[src/cmnm_pkg.sv]
// Shared types and constants of the cone map nearest-match block.
// No dependencies; every other file of the block imports this package.
package cmnm_pkg;

    localparam int MAP_DEPTH = 64;
    localparam int IDX_W     = (MAP_DEPTH > 1) ? $clog2(MAP_DEPTH) : 1;
    localparam int CNT_W     = $clog2(MAP_DEPTH + 1);

    localparam int POS_W     = 16;
    localparam int COLOR_W   = 4;
    localparam int CFG_W     = 15;
    localparam int DIFF_W    = POS_W + 1;
    localparam int SQ_W      = 2 * POS_W;
    localparam int ACC_W     = SQ_W + 1;
    localparam int SLOT_W    = 6;
    localparam int ACTION_W  = 3;
    localparam int COUNT_W   = 7;
    localparam int PADDR_W   = 3;
    localparam int PDATA_W   = 32;

    localparam logic [CFG_W-1:0]   MATCH_DIST_RST  = 15'd384;
    localparam logic [CFG_W-1:0]   RANGE_LIMIT_RST = 15'd3840;
    localparam logic [COLOR_W-1:0] COLOR_UNKNOWN   = 4'd4;

    typedef logic [IDX_W-1:0] t_idx;
    typedef logic [CNT_W-1:0] t_cnt;

    typedef enum logic {
        OP_DETECT = 1'b0,
        OP_DUMP   = 1'b1
    } t_op;

    typedef enum logic {
        KIND_STATUS = 1'b0,
        KIND_ENTRY  = 1'b1
    } t_kind;

    typedef enum logic [ACTION_W-1:0] {
        ACT_OUT_OF_RANGE = 3'd0,
        ACT_IGNORED      = 3'd1,
        ACT_REPLACED     = 3'd2,
        ACT_ADDED        = 3'd3,
        ACT_MAP_FULL     = 3'd4
    } t_action;

    // register index = paddr[2]
    typedef enum logic {
        REG_MATCH_DIST  = 1'b0,
        REG_RANGE_LIMIT = 1'b1
    } t_reg;

    typedef struct packed {
        logic signed [POS_W-1:0] x;
        logic signed [POS_W-1:0] y;
        logic [COLOR_W-1:0]      color;
    } t_entry;

    // one operand into the squaring unit
    typedef struct packed {
        logic                     en;
        logic                     first;   // start a new sum
        logic signed [DIFF_W-1:0] a;
    } t_feed;

    typedef struct packed {
        t_kind                   kind;
        t_action                 action;
        logic [SLOT_W-1:0]       slot;
        logic signed [POS_W-1:0] entry_x;
        logic signed [POS_W-1:0] entry_y;
        logic [COLOR_W-1:0]      entry_color;
        logic                    entry_valid;
        logic [COUNT_W-1:0]      map_count;
        logic                    last;
    } t_result;

endpackage

[src/cmnm_sq_unit.sv]
// Shared squaring accumulator: registered 17x17 square, then a running sum.
// Depends on cmnm_pkg. Each square is registered, then added into the registered sum.
module cmnm_sq_unit (
    input  logic                     i_clk,
    input  logic                     i_rst_n,
    input  cmnm_pkg::t_feed          i_feed,
    output logic [cmnm_pkg::ACC_W-1:0] o_acc
);
    import cmnm_pkg::*;

    logic signed [2*DIFF_W-1:0] w_prod;
    logic [SQ_W-1:0]            r_sq;
    logic                       r_en1;
    logic                       r_first1;
    logic [ACC_W-1:0]           r_acc;

    // |a| <= 65535, so the square fits SQ_W bits
    assign w_prod = i_feed.a * i_feed.a;

    always_ff @(posedge i_clk) begin
        if (!i_rst_n) begin
            r_en1 <= 1'b0;
        end else begin
            r_en1 <= i_feed.en;
        end
    end

    always_ff @(posedge i_clk) begin
        r_sq     <= w_prod[SQ_W-1:0];
        r_first1 <= i_feed.first;
        if (r_en1) begin
            r_acc <= (r_first1 ? '0 : r_acc) + ACC_W'(r_sq);
        end
    end

    assign o_acc = r_acc;

endmodule

[src/cmnm_cfg_regs.sv]
// APB register file: match distance and range limit.
// Depends on cmnm_pkg.
module cmnm_cfg_regs (
    input  logic                          i_clk,
    input  logic                          i_rst_n,
    input  logic                          psel,
    input  logic                          penable,
    input  logic                          pwrite,
    input  logic [cmnm_pkg::PADDR_W-1:0]  paddr,
    input  logic [cmnm_pkg::PDATA_W-1:0]  pwdata,
    output logic [cmnm_pkg::PDATA_W-1:0]  prdata,
    output logic                          pready,
    output logic [cmnm_pkg::CFG_W-1:0]    o_match_distance,
    output logic [cmnm_pkg::CFG_W-1:0]    o_range_limit
);
    import cmnm_pkg::*;

    logic [CFG_W-1:0] r_match_distance;
    logic [CFG_W-1:0] r_range_limit;
    logic             w_wr;
    t_reg             w_reg;

    assign pready = 1'b1;
    assign w_wr   = psel && penable && pwrite;
    assign w_reg  = t_reg'(paddr[2]);

    always_ff @(posedge i_clk) begin
        if (!i_rst_n) begin
            r_match_distance <= MATCH_DIST_RST;
            r_range_limit    <= RANGE_LIMIT_RST;
        end else if (w_wr) begin
            unique case (w_reg)
                REG_MATCH_DIST:  r_match_distance <= pwdata[CFG_W-1:0];
                REG_RANGE_LIMIT: r_range_limit    <= pwdata[CFG_W-1:0];
            endcase
        end
    end

    always_comb begin
        unique case (w_reg)
            REG_MATCH_DIST:  prdata = PDATA_W'(r_match_distance);
            REG_RANGE_LIMIT: prdata = PDATA_W'(r_range_limit);
        endcase
    end

    assign o_match_distance = r_match_distance;
    assign o_range_limit    = r_range_limit;

endmodule

[src/cone_map_nearest_match_unit.sv]
// Top level: landmark map, sequencer and result register of the cone map matcher.
// Depends on cmnm_pkg, cmnm_sq_unit and cmnm_cfg_regs.
//
// A request is taken when start is high and busy is low; busy stays high until the
// request is done. A detection is first checked against the range limit and ends there
// when it is out of range; in the first frame, or on an empty map in a later frame, it
// is appended at once, and otherwise every map entry is searched for the nearest one
// before it is ignored or appended, with each entry behind a conflicting match moved
// down one slot first. The per-entry search steps come from the single squaring unit
// (dx^2 then dy^2, two stages) and the map's one read port. An end-of-frame request
// keeps busy high while the map streams out of the registered read port at one entry per cycle; an empty
// map gives its single result the next cycle without raising busy. Every result is
// shown for exactly one cycle with o_result_valid; the receiver cannot stall, so
// results must be taken as they come. The last result of a request carries o_last,
// and busy is low in that same cycle.
module cone_map_nearest_match_unit (
    input  logic                              i_clk,
    input  logic                              i_rst_n,
    input  logic                              start,
    output logic                              busy,
    input  logic                              i_op,
    input  logic signed [cmnm_pkg::POS_W-1:0] i_pos_x,
    input  logic signed [cmnm_pkg::POS_W-1:0] i_pos_y,
    input  logic [cmnm_pkg::COLOR_W-1:0]      i_cone_color,
    output logic                              o_result_valid,
    output logic                              o_kind,
    output logic [cmnm_pkg::ACTION_W-1:0]     o_action,
    output logic [cmnm_pkg::SLOT_W-1:0]       o_slot,
    output logic signed [cmnm_pkg::POS_W-1:0] o_entry_x,
    output logic signed [cmnm_pkg::POS_W-1:0] o_entry_y,
    output logic [cmnm_pkg::COLOR_W-1:0]      o_entry_color,
    output logic                              o_entry_valid,
    output logic [cmnm_pkg::COUNT_W-1:0]      o_map_count,
    output logic                              o_last,
    input  logic                              psel,
    input  logic                              penable,
    input  logic                              pwrite,
    input  logic [cmnm_pkg::PADDR_W-1:0]      paddr,
    input  logic [cmnm_pkg::PDATA_W-1:0]      pwdata,
    output logic [cmnm_pkg::PDATA_W-1:0]      prdata,
    output logic                              pready
);
    import cmnm_pkg::*;

    typedef enum logic [15:0] {
        S_IDLE   = 16'h0001,
        S_RNG    = 16'h0002,
        S_PX     = 16'h0004,
        S_PY     = 16'h0008,
        S_MD     = 16'h0010,
        S_RCHK   = 16'h0020,
        S_MLIM   = 16'h0040,
        S_SX     = 16'h0080,
        S_SY     = 16'h0100,
        S_SW     = 16'h0200,
        S_SC     = 16'h0400,
        S_DECIDE = 16'h0800,
        S_SHIFT  = 16'h1000,
        S_APPEND = 16'h2000,
        S_DUMP   = 16'h4000,
        S_SPARE  = 16'h8000
    } t_state;

    t_state r_state, n_state;

    logic [CFG_W-1:0] w_match_distance;
    logic [CFG_W-1:0] w_range_limit;
    t_feed            w_feed;
    logic [ACC_W-1:0] w_acc;

    logic signed [POS_W-1:0] r_x, n_x;
    logic signed [POS_W-1:0] r_y, n_y;
    logic [COLOR_W-1:0]      r_c, n_c;
    t_cnt                    r_count, n_count;
    logic                    r_first_frame, n_first_frame;
    t_idx                    r_idx, n_idx;
    t_idx                    r_best_idx, n_best_idx;
    logic [ACC_W-1:0]        r_best, n_best;
    logic [ACC_W-1:0]        r_lim, n_lim;
    logic [ACC_W-1:0]        r_mlim, n_mlim;
    logic                    r_repl, n_repl;
    t_result                 r_res, n_res;
    logic                    r_res_vld, n_res_vld;

    t_entry r_mem [MAP_DEPTH];
    t_entry r_rd;
    logic   w_we;
    t_idx   w_waddr;
    t_entry w_wdata;
    t_idx   w_raddr;

    t_idx   w_idx_next;
    logic   w_more;

    cmnm_cfg_regs u_cfg (
        .i_clk            (i_clk),
        .i_rst_n          (i_rst_n),
        .psel             (psel),
        .penable          (penable),
        .pwrite           (pwrite),
        .paddr            (paddr),
        .pwdata           (pwdata),
        .prdata           (prdata),
        .pready           (pready),
        .o_match_distance (w_match_distance),
        .o_range_limit    (w_range_limit)
    );

    cmnm_sq_unit u_sq (
        .i_clk   (i_clk),
        .i_rst_n (i_rst_n),
        .i_feed  (w_feed),
        .o_acc   (w_acc)
    );

    function automatic t_result status_res(t_action act, t_idx slot, t_cnt cnt);
        t_result res;
        res           = '0;
        res.kind      = KIND_STATUS;
        res.action    = act;
        res.slot      = SLOT_W'(slot);
        res.map_count = COUNT_W'(cnt);
        res.last      = 1'b1;
        return res;
    endfunction

    assign w_idx_next = r_idx + 1'b1;
    assign w_more     = (CNT_W'(r_idx) + CNT_W'(1)) < r_count;

    always_comb begin
        n_state       = r_state;
        n_x           = r_x;
        n_y           = r_y;
        n_c           = r_c;
        n_count       = r_count;
        n_first_frame = r_first_frame;
        n_idx         = r_idx;
        n_best_idx    = r_best_idx;
        n_best        = r_best;
        n_lim         = r_lim;
        n_mlim        = r_mlim;
        n_repl        = r_repl;
        n_res         = r_res;
        n_res_vld     = 1'b0;
        w_feed        = '0;
        w_we          = 1'b0;
        w_waddr       = r_idx;
        w_wdata       = r_rd;
        w_raddr       = '0;

        unique case (r_state)
            S_IDLE: begin
                if (start) begin
                    n_x    = i_pos_x;
                    n_y    = i_pos_y;
                    n_c    = i_cone_color;
                    n_repl = 1'b0;
                    if (t_op'(i_op) == OP_DUMP) begin
                        n_first_frame = 1'b0;
                        n_idx         = '0;
                        if (r_count == '0) begin
                            n_res             = '0;
                            n_res.kind        = KIND_ENTRY;
                            n_res.last        = 1'b1;
                            n_res_vld         = 1'b1;
                        end else begin
                            n_state = S_DUMP;
                        end
                    end else begin
                        n_state = S_RNG;
                    end
                end
            end
            S_RNG: begin
                w_feed  = '{en: 1'b1, first: 1'b1, a: DIFF_W'(w_range_limit)};
                n_state = S_PX;
            end
            S_PX: begin
                w_feed  = '{en: 1'b1, first: 1'b1, a: DIFF_W'(r_x)};
                n_state = S_PY;
            end
            S_PY: begin
                w_feed  = '{en: 1'b1, first: 1'b0, a: DIFF_W'(r_y)};
                n_lim   = w_acc;
                n_state = S_MD;
            end
            S_MD: begin
                w_feed  = '{en: 1'b1, first: 1'b1, a: DIFF_W'(w_match_distance)};
                n_state = S_RCHK;
            end
            S_RCHK: begin
                if (w_acc > r_lim) begin
                    n_res     = status_res(ACT_OUT_OF_RANGE, '0, r_count);
                    n_res_vld = 1'b1;
                    n_state   = S_IDLE;
                end else if (r_first_frame) begin
                    n_state = S_APPEND;
                end else begin
                    n_state = S_MLIM;
                end
            end
            S_MLIM: begin
                n_mlim  = w_acc;
                n_idx   = '0;
                n_state = (r_count == '0) ? S_APPEND : S_SX;
            end
            S_SX: begin
                w_feed  = '{en: 1'b1, first: 1'b1,
                            a: DIFF_W'(r_x) - DIFF_W'(r_rd.x)};
                // hold the entry on the read port for the y term
                w_raddr = r_idx;
                n_state = S_SY;
            end
            S_SY: begin
                w_feed  = '{en: 1'b1, first: 1'b0,
                            a: DIFF_W'(r_y) - DIFF_W'(r_rd.y)};
                n_state = S_SW;
            end
            S_SW: begin
                n_state = S_SC;
            end
            S_SC: begin
                // strict less-than keeps the first entry on ties
                if ((r_idx == '0) || (w_acc < r_best)) begin
                    n_best     = w_acc;
                    n_best_idx = r_idx;
                end
                if (w_more) begin
                    n_idx   = w_idx_next;
                    w_raddr = w_idx_next;
                    n_state = S_SX;
                end else begin
                    w_raddr = n_best_idx;
                    n_state = S_DECIDE;
                end
            end
            S_DECIDE: begin
                n_state = S_APPEND;
                if (r_best <= r_mlim) begin
                    if ((r_rd.color == r_c) || (r_c == COLOR_UNKNOWN)) begin
                        n_res     = status_res(ACT_IGNORED, r_best_idx, r_count);
                        n_res_vld = 1'b1;
                        n_state   = S_IDLE;
                    end else begin
                        // conflicting match: close the gap, then append
                        n_repl = 1'b1;
                        n_idx  = r_best_idx;
                        if ((CNT_W'(r_best_idx) + CNT_W'(1)) < r_count) begin
                            w_raddr = r_best_idx + 1'b1;
                            n_state = S_SHIFT;
                        end else begin
                            n_count = r_count - 1'b1;
                        end
                    end
                end
            end
            S_SHIFT: begin
                w_we    = 1'b1;
                w_waddr = r_idx;
                w_wdata = r_rd;
                if ((CNT_W'(r_idx) + CNT_W'(2)) < r_count) begin
                    n_idx   = w_idx_next;
                    w_raddr = r_idx + IDX_W'(2);
                end else begin
                    n_count = r_count - 1'b1;
                    n_state = S_APPEND;
                end
            end
            S_APPEND: begin
                n_state = S_IDLE;
                n_res_vld = 1'b1;
                if (r_count >= CNT_W'(MAP_DEPTH)) begin
                    n_res = status_res(ACT_MAP_FULL, '0, r_count);
                end else begin
                    w_we    = 1'b1;
                    w_waddr = r_count[IDX_W-1:0];
                    w_wdata = '{x: r_x, y: r_y, color: r_c};
                    n_count = r_count + 1'b1;
                    n_res   = status_res(r_repl ? ACT_REPLACED : ACT_ADDED,
                                         r_count[IDX_W-1:0], n_count);
                end
            end
            S_DUMP: begin
                n_res             = '0;
                n_res.kind        = KIND_ENTRY;
                n_res.slot        = SLOT_W'(r_idx);
                n_res.entry_x     = r_rd.x;
                n_res.entry_y     = r_rd.y;
                n_res.entry_color = r_rd.color;
                n_res.entry_valid = 1'b1;
                n_res.map_count   = COUNT_W'(r_count);
                n_res.last        = !w_more;
                n_res_vld         = 1'b1;
                if (w_more) begin
                    n_idx   = w_idx_next;
                    w_raddr = w_idx_next;
                end else begin
                    n_state = S_IDLE;
                end
            end
            default: begin
                n_state = S_IDLE;
            end
        endcase
    end

    always_ff @(posedge i_clk) begin
        if (!i_rst_n) begin
            r_state       <= S_IDLE;
            r_count       <= '0;
            r_first_frame <= 1'b1;
            r_res_vld     <= 1'b0;
        end else begin
            r_state       <= n_state;
            r_count       <= n_count;
            r_first_frame <= n_first_frame;
            r_res_vld     <= n_res_vld;
        end
    end

    always_ff @(posedge i_clk) begin
        r_x        <= n_x;
        r_y        <= n_y;
        r_c        <= n_c;
        r_idx      <= n_idx;
        r_best_idx <= n_best_idx;
        r_best     <= n_best;
        r_lim      <= n_lim;
        r_mlim     <= n_mlim;
        r_repl     <= n_repl;
        r_res      <= n_res;
    end

    // map store: one write port, one registered read port
    always_ff @(posedge i_clk) begin
        if (w_we) begin
            r_mem[w_waddr] <= w_wdata;
        end
        r_rd <= r_mem[w_raddr];
    end

    assign busy           = (r_state != S_IDLE);
    assign o_result_valid = r_res_vld;
    assign o_kind         = r_res.kind;
    assign o_action       = r_res.action;
    assign o_slot         = r_res.slot;
    assign o_entry_x      = r_res.entry_x;
    assign o_entry_y      = r_res.entry_y;
    assign o_entry_color  = r_res.entry_color;
    assign o_entry_valid  = r_res.entry_valid;
    assign o_map_count    = r_res.map_count;
    assign o_last         = r_res.last;

`ifndef NO_ASSERTIONS
    a_count_bound: assert property (@(posedge i_clk) disable iff (!i_rst_n)
        r_count <= CNT_W'(MAP_DEPTH))
        else $error("map count beyond depth");

    a_status_single: assert property (@(posedge i_clk) disable iff (!i_rst_n)
        (o_result_valid && (o_kind == KIND_STATUS)) |-> o_last)
        else $error("detection status without last");

    a_last_frees: assert property (@(posedge i_clk) disable iff (!i_rst_n)
        (o_result_valid && o_last) |-> !busy)
        else $error("busy after final result");

    a_count_step: assert property (@(posedge i_clk) disable iff (!i_rst_n)
        (r_state == S_IDLE) |=> (r_count == $past(r_count)))
        else $error("map count changed while idle");
`endif

endmodule

[config.mk]
export PLATFORM = sky130hd
export DESIGN_NAME = cone_map_nearest_match_unit
export DESIGN_NICKNAME = d
export VERILOG_FILES = /design/src/cmnm_pkg.sv /design/src/cmnm_sq_unit.sv /design/src/cmnm_cfg_regs.sv /design/src/cone_map_nearest_match_unit.sv
export SDC_FILE = /design/constraint.sdc
export NUM_CORES = 2
export LEC_CHECK = 0
export BUFFER_PORTS_ARGS = -buffer_cell sky130_fd_sc_hd__buf_2
export CORE_ASPECT_RATIO = 1.1
export CORE_MARGIN = 8
export CORE_UTILIZATION = 48
export DETAILED_ROUTE_END_ITERATION = 8
export GPL_ROUTABILITY_DRIVEN = 1
export GPL_TIMING_DRIVEN = 0
export REMOVE_ABC_BUFFERS = 1
export SKIP_LAST_GASP = 1
export SLEW_MARGIN = 25
export SYNTH_ARGS = -nofsm -noshare
export SYNTH_HDL_FRONTEND = slang
export SYNTH_SLANG_ARGS = --single-unit
[constraint.sdc]
create_clock -name i_clk -period 10.6 [get_ports i_clk]
set_clock_uncertainty 0.15 [all_clocks]
set_input_delay 1.06 -clock i_clk [delete_from_list [all_inputs] [get_ports i_clk]]
set_output_delay 1.06 -clock i_clk [all_outputs]
set_load 0.05 [all_outputs]
==> metrics.csv <==
stage;metric;value;unit
run_status;status;finished clean;
synthesis;Synth area leader;edfxtp_1;
timing;final hold slack;0.1851;ns
synthesis;Seq cells post-synth;2663;
setup_path;worst path required time;11.29;ns
global_route;first-pass GRT wire length;553700;µm
setup_path;worst r2r dst;u_sq.r_sq[30];
floorplan;Core ar.;246100;µm²
setup_path;slowest CP cell;fa_1;
setup_path;Setup crit end kind;register;
setup_path;data arrival time of the worst path;10.72;ns
place;placed cell area;131500;µm²
drt;Remaining DRCs;0;
cts;CTS sink count;2663;
timing;Final Hold Fails;0;
setup_path;Crit path top cell by count;fa_1;
timing;Slew @ Worst Pin;1.316;ns
synthesis;largest cells by area after synthesis;edfxtp_1 64%, nand2_1 5.6%, fa_1 4.4%;
pwr;pwr dens;183.2;nW/µm²
synthesis;Mean Syn Cell Area;13.20;µm²
global_route;maximum number of pins on one net before global-route repair;65;
drt;drt pass-1 iters;9;
timing;Slew Viols, Final;0;
timing;RSZ-0062 raised after global routing;yes;
timing;Final setup viols;0;
setup_path;CP max FO;6;
finish;# fillers;19372;
pwr;maximum vdd ir drop;0.1509;mV
timing;Peak Freq;99.75;MHz
floorplan;Die Area;263500;µm²
job;number of max-cap violations;0;
synthesis;Ys Warns;0;
drt;wirelength, routed;391100;µm
place;hpwl dp;279000;µm
cts;hold buffer count at CTS;0;
finish;final net count;10137;
hold_path;Worst Hold End;r_y[3];
hold_path;HP Start;i_pos_y[3];
synthesis;register area share after synthesis;66.33;%
floorplan;I/O pin count;168;
synthesis;Post-Syn Area;118700;µm²
cts;CTS tree;done;
synthesis;ys async rst share;0;%
timing;Final period util;94.57;%
floorplan;chip width;490.1;µm
floorplan;Die Height;537.5;µm
pwr;Leakage;51.29;nW
global_route;All-Layer GR Usage;28.83;%
setup_path;Critical Path Source Type;register;
hold_path;type of the worst min-delay path;primary input to register;
finish;layout cells sized above 1;13.85;%
floorplan;row count;191;
setup_path;Worst R2R Setup Slack;0.58;ns
drt;vias per cell;6.094;
cts;Num CTS Buffers;297;
finish;most frequent cells in the layout;2540 x edfxtp_1, 1754 x nand2_1, 526 x nand3_1, 473 x inv_1, 353 x mux2i_1;
setup_path;Max stage delay on crit path;0.54;ns
drt;Via Count;79445;
global_route;number of global-route vias before repair;76782;
finish;finished layout cell area;140600;µm²
drt;DR iter-0 viols;10166;
drt;antenna-violating nets left;0;
finish;commonest non-fill, non-tap cell in the layout;edfxtp_1;
global_route;initial antenna violation count;22;
drt;routed len/inst;30.00;µm
synthesis;Post-synth EDFFs;2540;
hold_path;hold depth;1;
cts;Max clock buf depth;4;
synthesis;area fraction of the dominant cell type after synthesis;64.26;%
global_route;total gr overflow;0;
place;dpl ws;-0.1857;ns
finish;area grow syn2layout;18.46;%
floorplan;initial core utilization;48.22;%
timing;Setup WS post-layout;0.5751;ns
synthesis;Mapped Cells;8995;
setup_path;R2R depth;36;
synthesis;Synth cell types;95;
timing;max_slew headroom;12.05;%
cts;H-tree Lvls;5;
cts;clk root buf;clkbuf_16;
synthesis;Post-synth top flop;edfxtp_1;
place;routability cong.;0.8996;
timing;Final min period;10.02;ns
cts;CTS clock-pin slew for the worst setup and hold paths;0.07;ns
cts;clk_lat worst skew;0.95;ns
setup_path;R2R Path Start;r_rd[7];
place;I/O Buffers;130;
setup_path;critical path class;register to register;
-- state kept, by name (all words and copies together) (netlist names), 31 cells and up --
name,cells
r_best,33
r_mem,2304
r_lim,33
r_mlim,33
r_rd,36
u_sq.o_acc,33
u_sq.r_sq,31
-- cells by family after synthesis --
kind of cell             after synthesis  synth area share (%)
flip-flops                          2663                 66.33
XOR/XNOR                             106                0.7822
adder cells (fa/ha/maj)              524                 7.162
other                                  2              0.006327
multiplexers                         415                 3.946
AND/OR/NAND/NOR                     3159                 11.80
AO/OA/AOI/OAI                       1193                 6.672
buffers and inverters                933                 3.300
-- cell usage after synthesis (all sizes together) (51+ instances only) --
cell    number
a21oi      348
a221oi      71
a31oi       72
a32oi       51
and2        62
and3       114
buf        281
clkbuf     170
dfxtp      123
edfxtp    2540
fa         259
ha         265
inv        475
mux2i      355
nand2     1759
nand3      536
nand4       69
nor2       307
nor2b       55
nor3        82
o21ai      175
o22ai       93
xnor2       79
-- report_power, final --
part | leakage (nW) | total [W] | switching (W) | internal, W
combinational | 23.0 | 0.00369 | 0.00254 | 0.00115
clock | 4.36 | 0.00968 | 0.00407 | 0.00561
sequential | 23.9 | 0.0124 | 0.000190 | 0.0122
total | 51.3 | 0.0258 | 0.00680 | 0.0190
-- per-stage QoR --
stage / setup TNS, ns / total power [W] / std cells / util, %
final: 0 / 0.02576 / 13036 / 57.12
after global routing: -0.01532 / 0.02640 / 13029 / 57.12
after CTS: 0 / 0.02574 / 13012 / 57.05
after detailed placement: -0.3048 / 0.01619 / 12507 / 53.42
after global placement: -8714.64 / 0.01538 / 11971 / 49.32
after floorplan: -2010.41 / 0.01456 / 8560 / -
-- critical path: cells and delay by family (launching register included) --
kind,cells,cell delay [ns]
fa+ha+maj,8,3.67
mux,1,0.41
simple gates,4,0.75
buf+inv,7,1.10
xor+xnor,1,0.13
compound gates,15,3.32
flops,1,0.38
-- metal layers --
layer  track usage (%)  wire, µm  up-vias
met2             44.76    175900     4437
li1                  -         -    33995
met3             6.473     41060      956
met5                 0        46        -
met4             16.36     26620        6
met1             37.72    147500    40051
-- how the worst max path moves through the flow --
stage | start | endpoint | slack [ns] | cells after the start
2_1_floorplan | r_idx[2] | r_rd[3] | -61.92 | 15
3_3_place_gp | r_idx[0] | r_rd[5] | -138.04 | 15
3_5_place_dp | r_y[1] | u_sq.r_sq[30] | -0.19 | 38
4_1_cts | r_y[1] | u_sq.r_sq[30] | 0.11 | 36
5_1_grt | r_x[1] | u_sq.r_sq[30] | -0.02 | 36
6_report | r_rd[7] | u_sq.r_sq[30] | 0.58 | 36
-- area by class of cell --
type | count | area, µm² | share of cell area [%]
repair buffers | 676 | 9348 | 6.648
clock buffers | 373 | 7863 | 5.592
diodes | 14 | 35.03 | 0.02492
clock inverters | 132 | 1060 | 0.7537
multi-input cells | 5415 | 37630 | 26.77
flip-flops and latches | 2663 | 78740 | 56.00
inverters | 482 | 1826 | 1.298
well taps | 3281 | 4105 | 2.920
-- what timing repair did --
action                     CTS  global route
gates resized for setup      2             6
setup buffers                0            10
pin swaps                    0             1
setup endpoints to repair    6             8
(Power assumes the default switching activity.)
